[config.mk]
export PLATFORM = sky130hd
export DESIGN_NAME = overcurrent_trip_cooldown
export DESIGN_NICKNAME = d
export VERILOG_FILES = /design/src/design/otc_pkg.sv /design/src/design/otc_regs.sv /design/src/design/overcurrent_trip_cooldown.sv
export SDC_FILE = /design/constraint.sdc
export NUM_CORES = 1
export LEC_CHECK = 0
export ABC_AREA = 0
export BUFFER_PORTS_ARGS = -buffer_cell sky130_fd_sc_hd__buf_2
export CELL_PAD_IN_SITES_DETAIL_PLACEMENT = 1
export CELL_PAD_IN_SITES_GLOBAL_PLACEMENT = 1
export CORE_ASPECT_RATIO = 1.25
export CORE_MARGIN = 1.5
export CORE_UTILIZATION = 40
export CTS_CLUSTER_DIAMETER = 150
export DETAILED_ROUTE_END_ITERATION = 16
export HOLD_SLACK_MARGIN = 0.03
export PLACE_DENSITY = 0.81
export SETUP_SLACK_MARGIN = 0.02
export SKIP_CTS_REPAIR_TIMING = 1
export SYNTH_ARGS = -nofsm -noshare
export SYNTH_HDL_FRONTEND = slang
export SYNTH_SLANG_ARGS = --single-unit
[constraint.sdc]
create_clock -name clk -period 21.3 [get_ports clk]
set_clock_uncertainty 0.1 [all_clocks]
set_input_delay 6.39 -clock clk [delete_from_list [all_inputs] [get_ports clk]]
set_output_delay 6.39 -clock clk [all_outputs]
set_load 0.005 [all_outputs]
[src/design/otc_pkg.sv]
// Shared constants, types and a helper function for the overcurrent trip block.
package otc_pkg;

	// Burst length and field widths
	localparam int SAMPLES = 8;
	localparam int ADC_W   = 12;
	localparam int CUR_W   = 12;
	localparam int TIME_W  = 32;
	localparam int MS_W    = 16;
	localparam int MODE_W  = 2;
	localparam int SUM_W   = $clog2(SAMPLES * (2 ** ADC_W));
	localparam int CNT_W   = $clog2(SAMPLES + 1);

	// Item kinds
	localparam logic [MODE_W-1:0] MODE_RUN    = 2'd0;
	localparam logic [MODE_W-1:0] MODE_POLL   = 2'd1;
	localparam logic [MODE_W-1:0] MODE_SAMPLE = 2'd2;

	// Register map: word index = paddr[ADDR_W-1:2]
	localparam int ADDR_W = 4;
	localparam int DATA_W = 32;
	localparam int REG_W  = ADDR_W - 2;
	localparam logic [REG_W-1:0] REG_DRIVE_ENABLE  = 2'd0;
	localparam logic [REG_W-1:0] REG_COOLDOWN_MS   = 2'd1;
	localparam logic [REG_W-1:0] REG_READ_INTERVAL = 2'd2;
	localparam logic [REG_W-1:0] REG_CURRENT_LIMIT = 2'd3;

	// Register reset values
	localparam logic             RST_DRIVE_ENABLE  = 1'b1;
	localparam logic [MS_W-1:0]  RST_COOLDOWN_MS   = 16'd1000;
	localparam logic [MS_W-1:0]  RST_READ_INTERVAL = 16'd10;
	localparam logic [CUR_W-1:0] RST_CURRENT_LIMIT = 12'd1500;

	// avg * 5371 / 10000, truncated, as (avg * SCALE_MUL) >> SCALE_SHIFT.
	// SCALE_MUL = ceil(0.5371 * 2^24); the excess stays below one count
	// in 10000 for any 12-bit average, so the floor is exact.
	localparam int SCALE_SHIFT = 24;
	localparam int SCALE_MW    = 24;
	localparam logic [SCALE_MW-1:0] SCALE_MUL = 24'd9011043;

	typedef struct packed {
		logic             drive_enable;
		logic [MS_W-1:0]  cooldown_ms;
		logic [MS_W-1:0]  read_interval_ms;
		logic [CUR_W-1:0] current_limit_ma;
	} cfg_t;

	// Averaged reading to milliamps
	function automatic logic [CUR_W-1:0] scale_ma(input logic [ADC_W-1:0] avg);
		logic [ADC_W+SCALE_MW-1:0] prod;
		prod = {{SCALE_MW{1'b0}}, avg} * {{ADC_W{1'b0}}, SCALE_MUL};
		return prod[SCALE_SHIFT +: CUR_W];
	endfunction

endpackage

[src/design/otc_regs.sv]
// APB register file holding the trip configuration.
module otc_regs (
	input  logic                        clk,
	input  logic                        arst_n,
	input  logic                        psel,
	input  logic                        penable,
	input  logic                        pwrite,
	input  logic [otc_pkg::ADDR_W-1:0]  paddr,
	input  logic [otc_pkg::DATA_W-1:0]  pwdata,
	output logic [otc_pkg::DATA_W-1:0]  prdata,
	output logic                        pready,
	output otc_pkg::cfg_t               cfg
);

	otc_pkg::cfg_t              cfg_q;
	logic                       wr_en;
	logic [otc_pkg::REG_W-1:0]  reg_idx;

	assign pready  = 1'b1;
	assign wr_en   = psel && penable && pwrite;
	assign reg_idx = paddr[otc_pkg::ADDR_W-1:2];
	assign cfg     = cfg_q;

	// Register writes on the access phase
	always_ff @(posedge clk or negedge arst_n) begin
		if (!arst_n) begin
			cfg_q.drive_enable     <= otc_pkg::RST_DRIVE_ENABLE;
			cfg_q.cooldown_ms      <= otc_pkg::RST_COOLDOWN_MS;
			cfg_q.read_interval_ms <= otc_pkg::RST_READ_INTERVAL;
			cfg_q.current_limit_ma <= otc_pkg::RST_CURRENT_LIMIT;
		end else if (wr_en) begin
			case (reg_idx)
				otc_pkg::REG_DRIVE_ENABLE: begin
					cfg_q.drive_enable <= pwdata[0];
				end
				otc_pkg::REG_COOLDOWN_MS: begin
					cfg_q.cooldown_ms <= pwdata[otc_pkg::MS_W-1:0];
				end
				otc_pkg::REG_READ_INTERVAL: begin
					cfg_q.read_interval_ms <= pwdata[otc_pkg::MS_W-1:0];
				end
				otc_pkg::REG_CURRENT_LIMIT: begin
					cfg_q.current_limit_ma <= pwdata[otc_pkg::CUR_W-1:0];
				end
				default: begin
				end
			endcase
		end
	end

	// Read mux, zero extended
	always_comb begin
		case (reg_idx)
			otc_pkg::REG_DRIVE_ENABLE: begin
				prdata = {{(otc_pkg::DATA_W-1){1'b0}}, cfg_q.drive_enable};
			end
			otc_pkg::REG_COOLDOWN_MS: begin
				prdata = {{(otc_pkg::DATA_W-otc_pkg::MS_W){1'b0}}, cfg_q.cooldown_ms};
			end
			otc_pkg::REG_READ_INTERVAL: begin
				prdata = {{(otc_pkg::DATA_W-otc_pkg::MS_W){1'b0}}, cfg_q.read_interval_ms};
			end
			otc_pkg::REG_CURRENT_LIMIT: begin
				prdata = {{(otc_pkg::DATA_W-otc_pkg::CUR_W){1'b0}}, cfg_q.current_limit_ma};
			end
			default: begin
				prdata = '0;
			end
		endcase
	end

endmodule

[src/design/overcurrent_trip_cooldown.sv]
// Overcurrent trip with cooldown: input register, single-pass update, result register.
// Each input transaction (run command, millisecond poll or ADC sample) produces exactly
// one result transaction reporting drive level, cooldown status, the last averaged
// current in mA, whether a burst is waiting for samples, and whether this item closed a
// burst. Items are taken into an input register and resolved combinationally against
// the block state, then held in an output register; the block sustains one
// transaction per cycle as long as results are taken. A stalled result register stops
// the update stage, which in turn holds in_ready low once the input register is also
// full. A burst averages 8 samples and scales the average by 0.5371 to mA; a trip
// starts cooldown timed from the poll that opened the burst. Configuration registers
// (APB, word addresses 0x0 enable, 0x4 cooldown ms, 0x8 read interval ms, 0xC current
// limit mA) should only be written while idle.
module overcurrent_trip_cooldown (
	input  logic                        clk,
	input  logic                        arst_n,
	// configuration port
	input  logic                        psel,
	input  logic                        penable,
	input  logic                        pwrite,
	input  logic [otc_pkg::ADDR_W-1:0]  paddr,
	input  logic [otc_pkg::DATA_W-1:0]  pwdata,
	output logic [otc_pkg::DATA_W-1:0]  prdata,
	output logic                        pready,
	// input channel
	input  logic                        in_valid,
	output logic                        in_ready,
	input  logic [otc_pkg::MODE_W-1:0]  mode,
	input  logic                        run_request,
	input  logic                        override,
	input  logic [otc_pkg::TIME_W-1:0]  now_ms,
	input  logic [otc_pkg::ADC_W-1:0]   adc_sample,
	// output channel
	output logic                        out_valid,
	input  logic                        out_ready,
	output logic                        drive_out,
	output logic                        cooling_down,
	output logic [otc_pkg::CUR_W-1:0]   current_ma,
	output logic                        sample_request,
	output logic                        measure_done
);

	otc_pkg::cfg_t cfg;

	otc_regs u_regs (
		.clk     (clk),
		.arst_n  (arst_n),
		.psel    (psel),
		.penable (penable),
		.pwrite  (pwrite),
		.paddr   (paddr),
		.pwdata  (pwdata),
		.prdata  (prdata),
		.pready  (pready),
		.cfg     (cfg)
	);

	// Input register
	logic                        valid_s1;
	logic [otc_pkg::MODE_W-1:0]  mode_s1;
	logic                        run_s1;
	logic                        ovr_s1;
	logic [otc_pkg::TIME_W-1:0]  now_s1;
	logic [otc_pkg::ADC_W-1:0]   adc_s1;

	// Block state
	logic                        drive_q;
	logic                        cool_q;
	logic [otc_pkg::TIME_W-1:0]  cool_start_q;
	logic [otc_pkg::TIME_W-1:0]  last_read_q;
	logic                        burst_q;
	logic [otc_pkg::CNT_W-1:0]   cnt_q;
	logic [otc_pkg::SUM_W-1:0]   sum_q;
	logic [otc_pkg::CUR_W-1:0]   cur_q;

	// Next state
	logic                        drive_n;
	logic                        cool_n;
	logic [otc_pkg::TIME_W-1:0]  cool_start_n;
	logic [otc_pkg::TIME_W-1:0]  last_read_n;
	logic                        burst_n;
	logic [otc_pkg::CNT_W-1:0]   cnt_n;
	logic [otc_pkg::SUM_W-1:0]   sum_n;
	logic [otc_pkg::CUR_W-1:0]   cur_n;
	logic                        done_n;

	// Update helpers
	logic [otc_pkg::TIME_W-1:0]  cool_age;
	logic [otc_pkg::TIME_W-1:0]  read_age;
	logic                        cool_elapsed;
	logic                        read_due;
	logic [otc_pkg::SUM_W-1:0]   sum_add;
	logic [otc_pkg::CNT_W-1:0]   cnt_add;
	logic [otc_pkg::ADC_W-1:0]   avg;
	logic [otc_pkg::CUR_W-1:0]   cur_calc;

	// Result register
	logic                        out_valid_q;
	logic                        drive_out_q;
	logic                        cool_out_q;
	logic [otc_pkg::CUR_W-1:0]   cur_out_q;
	logic                        req_out_q;
	logic                        done_out_q;

	logic                        adv;

	// Handshake: update stage moves when the result register is free or draining
	assign adv      = valid_s1 && (!out_valid_q || out_ready);
	assign in_ready = !valid_s1 || adv;

	always_ff @(posedge clk or negedge arst_n) begin
		if (!arst_n) begin
			valid_s1 <= 1'b0;
		end else if (in_ready) begin
			valid_s1 <= in_valid;
		end
	end

	always_ff @(posedge clk) begin
		if (in_valid && in_ready) begin
			mode_s1 <= mode;
			run_s1  <= run_request;
			ovr_s1  <= override;
			now_s1  <= now_ms;
			adc_s1  <= adc_sample;
		end
	end

	// Shared arithmetic for polls and samples
	assign cool_age     = now_s1 - cool_start_q;
	assign read_age     = now_s1 - last_read_q;
	assign cool_elapsed = cool_age >= {{(otc_pkg::TIME_W-otc_pkg::MS_W){1'b0}}, cfg.cooldown_ms};
	assign read_due     = read_age >=
		{{(otc_pkg::TIME_W-otc_pkg::MS_W){1'b0}}, cfg.read_interval_ms};
	assign sum_add      = sum_q + {{(otc_pkg::SUM_W-otc_pkg::ADC_W){1'b0}}, adc_s1};
	assign cnt_add      = cnt_q + otc_pkg::CNT_W'(1);
	assign avg          = otc_pkg::ADC_W'(sum_add / otc_pkg::SAMPLES);
	assign cur_calc     = otc_pkg::scale_ma(avg);

	// Single-pass state update for the item in the input register
	always_comb begin
		drive_n      = drive_q;
		cool_n       = cool_q;
		cool_start_n = cool_start_q;
		last_read_n  = last_read_q;
		burst_n      = burst_q;
		cnt_n        = cnt_q;
		sum_n        = sum_q;
		cur_n        = cur_q;
		done_n       = 1'b0;
		case (mode_s1)
			otc_pkg::MODE_RUN: begin
				if (!cfg.drive_enable) begin
					drive_n = 1'b0;
				end else if (!cool_q || ovr_s1) begin
					drive_n = run_s1;
				end
			end
			otc_pkg::MODE_POLL: begin
				// still cooling: poll does nothing
				if (!cool_q || cool_elapsed) begin
					cool_n = 1'b0;
					if (read_due) begin
						last_read_n = now_s1;
						burst_n     = 1'b1;
						cnt_n       = '0;
						sum_n       = '0;
					end
				end
			end
			otc_pkg::MODE_SAMPLE: begin
				if (burst_q) begin
					if (cnt_add == otc_pkg::CNT_W'(otc_pkg::SAMPLES)) begin
						done_n  = 1'b1;
						cur_n   = cur_calc;
						burst_n = 1'b0;
						cnt_n   = '0;
						sum_n   = '0;
						if (cur_calc > cfg.current_limit_ma) begin
							// trip: forced off unless enabled and already cooling
							drive_n      = (cfg.drive_enable && cool_q) ? drive_q : 1'b0;
							cool_n       = 1'b1;
							cool_start_n = last_read_q;
						end
					end else begin
						cnt_n = cnt_add;
						sum_n = sum_add;
					end
				end
			end
			default: begin
			end
		endcase
	end

	// State commit
	always_ff @(posedge clk or negedge arst_n) begin
		if (!arst_n) begin
			drive_q      <= 1'b0;
			cool_q       <= 1'b0;
			cool_start_q <= '0;
			last_read_q  <= '0;
			burst_q      <= 1'b0;
			cnt_q        <= '0;
			sum_q        <= '0;
			cur_q        <= '0;
		end else if (adv) begin
			drive_q      <= drive_n;
			cool_q       <= cool_n;
			cool_start_q <= cool_start_n;
			last_read_q  <= last_read_n;
			burst_q      <= burst_n;
			cnt_q        <= cnt_n;
			sum_q        <= sum_n;
			cur_q        <= cur_n;
		end
	end

	// Result register
	always_ff @(posedge clk or negedge arst_n) begin
		if (!arst_n) begin
			out_valid_q <= 1'b0;
		end else if (adv) begin
			out_valid_q <= 1'b1;
		end else if (out_ready) begin
			out_valid_q <= 1'b0;
		end
	end

	always_ff @(posedge clk) begin
		if (adv) begin
			drive_out_q <= drive_n;
			cool_out_q  <= cool_n;
			cur_out_q   <= cur_n;
			req_out_q   <= burst_n;
			done_out_q  <= done_n;
		end
	end

	assign out_valid      = out_valid_q;
	assign drive_out      = drive_out_q;
	assign cooling_down   = cool_out_q;
	assign current_ma     = cur_out_q;
	assign sample_request = req_out_q;
	assign measure_done   = done_out_q;

	// Checks
	a_done_closes_burst: assert property (@(posedge clk) disable iff (!arst_n)
		out_valid && measure_done |-> !sample_request)
		else $error("completed burst still reports a pending request");

	a_trip_drops_drive: assert property (@(posedge clk) disable iff (!arst_n)
		$rose(cool_q) |-> !drive_q)
		else $error("cooldown started with drive still on");

	a_burst_from_poll: assert property (@(posedge clk) disable iff (!arst_n)
		$rose(burst_q) |-> $past(adv && mode_s1 == otc_pkg::MODE_POLL))
		else $error("burst opened by something other than a poll");

	a_state_holds: assert property (@(posedge clk) disable iff (!arst_n)
		!adv |=> $stable(cool_q) && $stable(drive_q) && $stable(burst_q))
		else $error("state changed without an item advancing");

	a_count_range: assert property (@(posedge clk) disable iff (!arst_n)
		cnt_q < otc_pkg::CNT_W'(otc_pkg::SAMPLES))
		else $error("sample count out of range");

endmodule
[Yosys cells after proc, flatten, opt, wreduce, memory -nomap -nowiden]
Index checks and enable logic that the tools add are counted.
Storage, ports and cells
  flip-flop bits (word level): 209
  output and inout port bits: 51
  input port bits: 91
  logic and storage cells: 99
Cells by class
  $lt $le $gt $ge: 3
  add/sub/neg operators: 4
  multiplexer cells: 34
  eq/ne operators: 9
  reduce and logical (&&, ||, !) cells: 24
  multiply operators: 1
Operator list (number)
  32-bit one-hot mux with 4 select lines: 1
  32-bit by 16-bit >= comparator with 1-bit output: 2
  32-bit subtractor: 2
  15-bit two-way mux: 4
  12-bit by 24-bit multiplier with 36-bit output, second input constant: 1
  12-bit two-way mux: 3
  15-bit one-hot mux with 2 select lines: 1
  1-bit two-way mux: 17
  4-bit two-way mux: 4
  15-bit by 12-bit adder with 15-bit output: 1
  12-bit greater-than comparator: 1
  2-bit AND reduction: 5
  5-bit AND reduction: 2
  4-bit one-hot mux with 2 select lines: 1
  2-bit equality test, second input constant: 3
  2-bit inequality test, second input constant: 3
  1-bit one-hot mux with 2 select lines: 3
  1-bit logical AND: 5
  4-bit by 1-bit adder with 4-bit output, second input constant: 1
  2-bit by 1-bit equality test with 1-bit output, second input constant: 2
  4-bit equality test, second input constant: 1
  2-bit logical NOT: 2
  1-bit logical OR: 4
  4-bit AND reduction: 1
  other kinds (2): 5

[Depth between registers and ports, before layout]
Gate-level depths: netlist of run 1.
  depth after elaboration: 7
  gate-level depth with buffers: 45
  depth with buffers taken out: 45

[Cells and area by module]
Synthesis of run 1 repeated with hierarchy kept, for this count alone.
Second synthesis, totals
  cell total of the unflattened synthesis: 1793
  area, all modules: 18203.7 sq um
By module, submodules not included
  overcurrent_trip_cooldown: sequential area each 4424.2 sq um, instances 1, cells each 1639, area an instance 15952.8 sq um
  otc_regs: sequential area each 1146.1 sq um, instances 1, cells each 154, area an instance 2250.9 sq um

[Worst setup path after synthesis of run 1]
OpenSTA, ideal clock, no wires.
  path type: input-to-output
  start: input port paddr[2] (netlist bit)
  end: output port prdata[10] (netlist bit)
  slack: 7334 ps
  stages on the path: 4
  required time: 14810 ps
  path buffers: 2
  arrival: 7476 ps
  cell sequence: clkbuf_1 nor2b_1 clkbuf_1 a22o_1
On the way
  word-level cells in the longest chain between the ends: 2
  elaborated cells on any way between the ends: 5
  those cells by class: eq/ne: 3; mux: 1; reduce/logical: 1
RTL lines
  from (decl): RTL line overcurrent_trip_cooldown.sv:20  | input logic [otc_pkg::ADDR_W-1:0] paddr,
  2-bit equality test (tied with other cells): RTL line otc_regs.sv:53  | case (reg_idx)
  32-bit one-hot mux with 4 select lines (*): RTL line otc_regs.sv:53
  to (decl): RTL line overcurrent_trip_cooldown.sv:22  | output logic [otc_pkg::DATA_W-1:0] prdata,
Mark *: on every way between the ends. The rest lies on a longest branch, timed or not. The select of a mux whose other input is x is not followed.

[Worst setup path after layout of run 1]
  start: input port paddr[2] (netlist bit)
  end: output port prdata[8] (netlist bit)
The elaborated chain is that of the path after synthesis.

==> flow_summary.json, run 1 <==
{
  "cpLargestDelayFamily": "buffers and inverters",
  "grt_pass1_vias": 16100,
  "yosysSeqAreaShare_pct": 31.0,
  "syn_to_final_growth_pct": 10.1,
  "drtIter0Drc": 484,
  "grt_pass1_wl_um": 84200,
  "clk_pin_slew_worst_paths_ps": 50,
  "dpl.hpwl_um": 41700,
  "period_needed_ps": 14280,
  "synth_edf_count": 64,
  "avgRoutedWirePerCell_um": 20.0,
  "ys_ff_latch": 209,
  "yosys_warnings": 0,
  "cp_max_fo": 29,
  "status": "finished, final reports clean",
  "required_ps": 14810,
  "final_nets": 2395,
  "grt_overflow": 0,
  "finalSetupTns_ps": 0,
  "timing.rr.end": "cool_start_q[0]$_DFFE_PN0P_",
  "startpoint_type": "primary input",
  "fmax_ghz": 0.0700,
  "syn_inst": 1917,
  "grtUsageTotal_pct": 23.1,
  "hp-start": "sum_q[4]$_DFFE_PN0P_",
  "async_flop_share_pct": 69.4,
  "final.period_utilization_pct": 67.1,
  "start_util_pct": 40.6,
  "vias": 14400,
  "antenna_found_initial": 0,
  "die_y_um": 240,
  "avgSynthCellArea_sq_um": 9.36,
  "worst_slew_pin_slew_ps": 1250,
  "critPathMaxStageDelay_ps": 410,
  "fp-row-count": 86,
  "hold_end": "sum_q[4]$_DFFE_PN0P_",
  "r2r-start": "sum_q[0]$_DFFE_PN0P_",
  "synthFlopType": "dfrtp_1",
  "drt-pass1-iter-count": 4,
  "critical_path_arrival_ps": 7790,
  "clkLatencyLatePin_ps": 550,
  "hp-class": "reg2reg",
  "numCtsBuffers": 25,
  "crit_top_cell": "buf_2",
  "drc": 0,
  "worstPathCellList": "buf_2 > nor2b_1 > buf_4 > a22o_1 > buf_2",
  "dieArea_sq_um": 46200,
  "setup_violations": 0,
  "drv_slew": 0,
  "slew_headroom_pct": 16.3,
  "htree_levels": 1,
  "rsz0062_at_grt": "no",
  "die_x_um": 192,
  "grt_max_degree": 81,
  "portBuffers": 106,
  "gp_congestion": 0.952,
  "ys_types": 82,
  "ioPinCount": 142,
  "path_class": "in2out",
  "critPathCaptureType": "primary output",
  "ant_nets": 0,
  "drive_gt1_share_pct": 11.9,
  "antennaDiodeCount": 0,
  "hold_violations": 0,
  "drt_wl_total_um": 51800,
  "root_buffer": "clkbuf_16",
  "cts_buffer_depth": 3,
  "via_per_inst": 5.55,
  "syn_area_sq_um": 17900,
  "rrSetupSlack_ps": 9640,
  "path_buf_inv": 3,
  "core_area_sq_um": 44200,
  "drv_cap": 0,
  "ff2ff_path_depth": 41,
  "cts_sinks": 209,
  "worst_path_max_delay_cell": "buf_2",
  "cts_tree": "built",
  "min_delay_path_depth": 2
}
-- per-layer routing --
metal,track usage (%),up-vias,part of all wire [%]
met2,43.7,280,53
met5,0,-,0
li1,-,6766,-
met4,9.40,0,4.1
met1,26.5,7213,40
met3,1.79,108,3.0
-- flip-flops by register name (all words and copies together) (netlist names), 2 cells and up --
signal,flops
cnt_q,4
cur_q,12
current_ma,12
adc_s1,12
now_s1,32
last_read_q,32
cool_start_q,32
u_regs.cfg,45
sum_q,15
mode_s1,2
-- stage by stage --
stage	cells	area, sq um	hold slack [ps]	utilization (%)	worst slack (ps)
6_report	2590	19800	383	44.7	7020
2_1_floorplan	1932	18000	347	-	7330
3_3_place_gp	2545	18900	360	42.8	7080
3_5_place_dp	2545	18900	372	42.8	7030
5_1_grt	2590	19800	413	44.7	6960
4_1_cts	2590	19800	386	44.7	7030
-- cell usage in the layout, fill, tap and decap left out, types with 29 or more instances in the layout --
master / instances
o21ai_0: 143
nor3_1: 29
nand3_1: 32
a21o_1: 46
fa_1: 82
ha_1: 222
dfrtp_1: 129
inv_1: 284
xnor2_1: 47
edfxtp_1: 64
a21oi_1: 105
nand2_1: 192
buf_2: 105
nor2_1: 82
mux2_4: 30
-- logic make-up after synthesis --
logic type | after synthesis | share of synthesized area [%]
compound gates | 455 | 16.2
simple gates | 455 | 11.9
mux | 61 | 4.48
fa+ha+maj | 304 | 24.6
buf+inv | 361 | 8.28
flops | 209 | 31.0
xor+xnor | 70 | 3.42
other cells | 2 | 0.0418
-- layout make-up --
cell class,count,area [sq um]
clock buffer,37,743
clock inverter,8,77.6
fill,5117,24500
inverter,286,1070
multi-input combinational,1362,11000
sequential,209,5570
tap,572,716
timing repair buffer,116,612
-- worst min-delay path: stages (launching register included) --
cell and delay [ps]:
dfrtp_1 340, nand2_1 50, o31ai_1 50
-- cells in the mapped netlist (23+ instances only) --
cell type	n	area [sq um]
o21ai_0	143	716
a21oi_1	105	526
fa_1	82	1640
nand4_1	28	175
xor2_1	23	201
nand3_1	33	165
edfxtp_1	64	1920
clkbuf_1	47	176
xnor2_1	47	412
a21o_1	46	345
nor2_1	82	308
ha_1	222	2780
nor3_1	29	145
inv_1	284	1070
mux2_4	30	450
dfrtp_1	129	3230
nand2_1	192	721
-- worst max-delay path by stage --
stage                  start         end  depth (start not counted)
finish              paddr[2]   prdata[8]                          5
global route        paddr[2]  prdata[11]                          5
CTS                 paddr[2]   prdata[8]                          5
detailed placement  paddr[2]   prdata[8]                          5
global placement    paddr[2]   prdata[8]                          5
floorplan           paddr[2]  prdata[10]                          4
Power of run 1 is left out: the tool's default activity adds up to more than one toggle a clock period on the data nets, which glitch-free logic cannot reach.
==> run 2: changes to the inputs <==
- PLACE_DENSITY: 0.81 -> 0.84
- clock period: 21.3 -> 12.6 ns (I/O delays scaled with it)
==> run 2 against run 1 <==
Effect of this change: worst setup slack got worse by 6000 ps; via count decreased by 0.19%; register-to-register slack got worse by 8600 ps; sequential share of layout area decreased by 0.12 points; largest cell class unchanged.
==> flow_summary.json, run 2 (synthesis results as in run 1) <==
{
  "worst_slew_pin_slew_ps": 1200,
  "vias": 14300,
  "gp_congestion": 0.951,
  "critical_path_arrival_ps": 11910,
  "grt_overflow": 0,
  "hold_violations": 0,
  "die_y_um": 240,
  "drt-pass1-iter-count": 5,
  "path_class": "reg2reg",
  "fmax_ghz": 0.0864,
  "hp-class": "reg2reg",
  "antennaDiodeCount": 0,
  "drt_wl_total_um": 51700,
  "avgRoutedWirePerCell_um": 19.9,
  "final_common_cell": "inv_1",
  "final_nets": 2401,
  "ioPinCount": 142,
  "rsz0062_at_grt": "no",
  "drv_slew": 0,
  "critPathMaxStageDelay_ps": 650,
  "syn_to_final_growth_pct": 10.6,
  "drv_cap": 0,
  "dpl.hpwl_um": 41700,
  "grt_max_degree": 75,
  "worst_path_max_delay_cell": "nand3_2",
  "fp-row-count": 86,
  "grt_pass1_wl_um": 84100,
  "via_per_inst": 5.52,
  "htree_levels": 1,
  "dieArea_sq_um": 46200,
  "die_x_um": 192,
  "multi_input_area_sq_um": 11000,
  "critPathCaptureType": "flop",
  "drc": 0,
  "cts_buffer_depth": 3,
  "final.period_utilization_pct": 91.9,
  "ant_nets": 0,
  "core_area_sq_um": 44200,
  "period_needed_ps": 11570,
  "numCtsBuffers": 26,
  "largest_register_ffs": 45,
  "seqCellArea_sq_um": 5570,
  "slew_headroom_pct": 19.7,
  "startpoint_type": "flop",
  "start_util_pct": 40.6,
  "grt_pass1_vias": 15900,
  "grtUsageTotal_pct": 23.1,
  "layout_common_cells": "inv_1 (284), ha_1 (222), nand2_1 (192)",
  "setup_violations": 0,
  "required_ps": 12940,
  "portBuffers": 106,
  "root_buffer": "clkbuf_16",
  "cts_sinks": 209,
  "path_buf_inv": 6,
  "finalSetupTns_ps": 0,
  "antenna_found_initial": 0,
  "nFillCells": 5092,
  "status": "finished, final reports clean",
  "drtIter0Drc": 598,
  "cp_max_fo": 26,
  "cts_tree": "built",
  "clk_pin_slew_worst_paths_ps": 60,
  "drive_gt1_share_pct": 12.3,
  "clkLatencyLatePin_ps": 570,
  "cpLargestDelayFamily": "compound AO/OA/AOI/OAI gates"
}
-- run 2: final timing paths --
| check | from | end | slack, ps | cells past startpoint |
|---|---|---|---|---|
| worst max-delay path | sum_q[0]$_DFFE_PN0P_ | cool_start_q[28]$_DFFE_PN0P_ | 1030 | 42 |
| worst min-delay path | cool_start_q[27]$_DFFE_PN0P_ | cool_start_q[27]$_DFFE_PN0P_ | 380 | 2 |
| worst max register to register | sum_q[0]$_DFFE_PN0P_ | cool_start_q[28]$_DFFE_PN0P_ | 1030 | 42 |
| worst min register to register | cool_start_q[27]$_DFFE_PN0P_ | cool_start_q[27]$_DFFE_PN0P_ | 380 | 2 |
| max in group asynchronous | arst_n | u_regs.cfg[11]$_DFFE_PN0P_ | 7770 | 2 |
| min in group asynchronous | arst_n | last_read_q[21]$_DFFE_PN0P_ | 3140 | 1 |
-- run 2: through the flow --
step | worst slack, ps | cells | instance area (sq um) | hold WS (ps) | utilization (%)
2_1_floorplan | 3230 | 1932 | 18000 | 347 | -
3_3_place_gp | 1490 | 2550 | 19000 | 361 | 42.9
3_5_place_dp | 1020 | 2550 | 19000 | 371 | 42.9
4_1_cts | 969 | 2598 | 19800 | 383 | 44.9
5_1_grt | 113 | 2598 | 19800 | 416 | 44.9
6_report | 1030 | 2598 | 19800 | 377 | 44.9
-- run 2: area by class of cell --
cell class | count | share of cell area (%)
timing repair buffer | 121 | 3.27
clock inverter | 8 | 0.429
multi-input combinational | 1362 | 55.3
clock buffer | 40 | 3.96
sequential | 209 | 28.1
inverter | 286 | 5.41
tap | 572 | 3.61
-- run 2: per-layer routing --
metal	routed length, um	global-route usage [%]
met4	2160	9.58
met3	1530	1.79
met2	27100	43.3
met1	20900	26.6
met5	0	0
-- run 2: worst min-delay path, cell delays in order (launching register included) --
cell     delay, ps
dfrtp_1        340
nand2_1         50
o21ai_0         60
Power of run 2 is left out for the same reason.
==> run 3: changes to the inputs <==
- GPL_TIMING_DRIVEN: not set -> 0
- SLEW_MARGIN: not set -> 20
==> run 3 against run 2 <==
Effect of this change: die area stayed put; routed wire length is 2.8% higher; hold slack better by 5.4 ps; first-iteration DRC count is 14% lower; final area is 1.2% higher; critical path depth stayed put; largest cell class unchanged.
==> flow_summary.json, run 3 (synthesis results as in run 1) <==
{
  "start_util_pct": 40.6,
  "final_common_cell": "inv_1",
  "fp-row-count": 86,
  "place_area_sq_um": 19300,
  "dpl.hpwl_um": 43600,
  "final_nets": 2460,
  "rrSetupSlack_ps": 1100,
  "core_area_sq_um": 44200,
  "grt_pass1_vias": 16100,
  "hp-class": "reg2reg",
  "via_per_inst": 5.49,
  "grt_pass1_wl_um": 85100,
  "grtUsageTotal_pct": 23.4,
  "grt_max_degree": 93,
  "hold_violations": 0,
  "avgRoutedWirePerCell_um": 20.0,
  "worst_slew_pin_slew_ps": 1050,
  "cp_max_fo": 10,
  "grt_overflow": 0,
  "drive_gt1_share_pct": 12.3,
  "ff2ff_path_depth": 42,
  "required_ps": 12920,
  "path_class": "reg2reg",
  "drtIter0Drc": 514,
  "min_delay_path_depth": 2,
  "setup_violations": 0,
  "timing.final.ws_setup_ps": 1100,
  "root_buffer": "clkbuf_16",
  "cts_buffer_depth": 3,
  "finalSetupTns_ps": 0,
  "layout_common_cells": "inv_1 (284), ha_1 (222), nand2_1 (192)",
  "final.period_utilization_pct": 91.2,
  "drc": 0,
  "die_x_um": 192,
  "die_y_um": 240,
  "drv_cap": 0,
  "critical_path_arrival_ps": 11810,
  "ioPinCount": 142,
  "fmax_ghz": 0.0870,
  "portBuffers": 104,
  "slew_headroom_pct": 29.8,
  "status": "finished, final reports clean",
  "vias": 14600,
  "critPathCaptureType": "flop",
  "cts_sinks": 209,
  "dp_slack_ps": 833,
  "drt-pass1-iter-count": 5,
  "antenna_found_initial": 1,
  "ant_nets": 0,
  "cts_tree": "built",
  "htree_levels": 1,
  "dieArea_sq_um": 46200,
  "numCtsBuffers": 25,
  "drt_wl_total_um": 53200,
  "holdWs_ps": 383,
  "critPathMaxStageDelay_ps": 640,
  "largest_register_ffs": 45,
  "gp_congestion": 0.913,
  "worst_path_max_delay_cell": "fa_1",
  "syn_to_final_growth_pct": 11.8,
  "clkLatencyLatePin_ps": 560,
  "startpoint_type": "flop",
  "period_needed_ps": 11500,
  "drv_slew": 0,
  "rsz0062_at_grt": "no",
  "clk_pin_slew_worst_paths_ps": 70,
  "final_cell_area_sq_um": 20100
}
[run 3: cell types whose count changed in the layout (fill, tap and decap cells not counted), sizes merged]
cell      previous run  this run
clkinvlp             2         1
buf                121       134
bufinv               1         0
clkinv               6        14
clkbuf              40        78
diode                0         1
inv                285       286
[run 3: layout make-up]
type,instances,area (sq um)
Clock inverter,15,85.1
Antenna cell,1,2.50
Multi-Input combinational cell,1362,11000
Tap cell,572,716
Inverter,286,1070
Buffer,75,413
Sequential cell,209,5570
Clock buffer,31,658
Fill cell,5150,24200
Timing Repair Buffer,106,586
[run 3: critical path: cells and delay by family (launching register included)]
| family | cells | cell delay, ps |
|---|---|---|
| compound gates | 16 | 3650 |
| buf+inv | 6 | 870 |
| xor+xnor | 3 | 1120 |
| simple gates | 9 | 1970 |
| fa+ha+maj | 8 | 3290 |
| flops | 1 | 390 |
[run 3: final timing paths]
kind	start	end
setup / recovery	adc_s1[0]$_DFFE_PP_	cool_start_q[23]$_DFFE_PN0P_
hold / removal	cool_start_q[15]$_DFFE_PN0P_	cool_start_q[15]$_DFFE_PN0P_
setup reg to reg	adc_s1[0]$_DFFE_PP_	cool_start_q[23]$_DFFE_PN0P_
hold reg to reg	cool_start_q[15]$_DFFE_PN0P_	cool_start_q[15]$_DFFE_PN0P_
max in group asynchronous	arst_n	u_regs.cfg[3]$_DFFE_PN1P_
min in group asynchronous	arst_n	cool_start_q[20]$_DFFE_PN0P_
[run 3: per-stage QoR]
stage / instances / util (%)
after detailed placement: 2610 / 43.7
after global routing: 2657 / 45.4
after global placement: 2608 / 43.5
final: 2657 / 45.4
after CTS: 2656 / 45.3
after floorplan: 1932 / -
[run 3: routing by layer]
metal / wire length (um) / global-route usage, % / up-vias
met5: 0 / 0 / -
met4: 2580 / 10.6 / 0
met3: 1590 / 2.02 / 114
met2: 27800 / 44.1 / 261
met1: 21100 / 26.5 / 7304
li1: - / - / 6897
Power of run 3 is left out for the same reason.
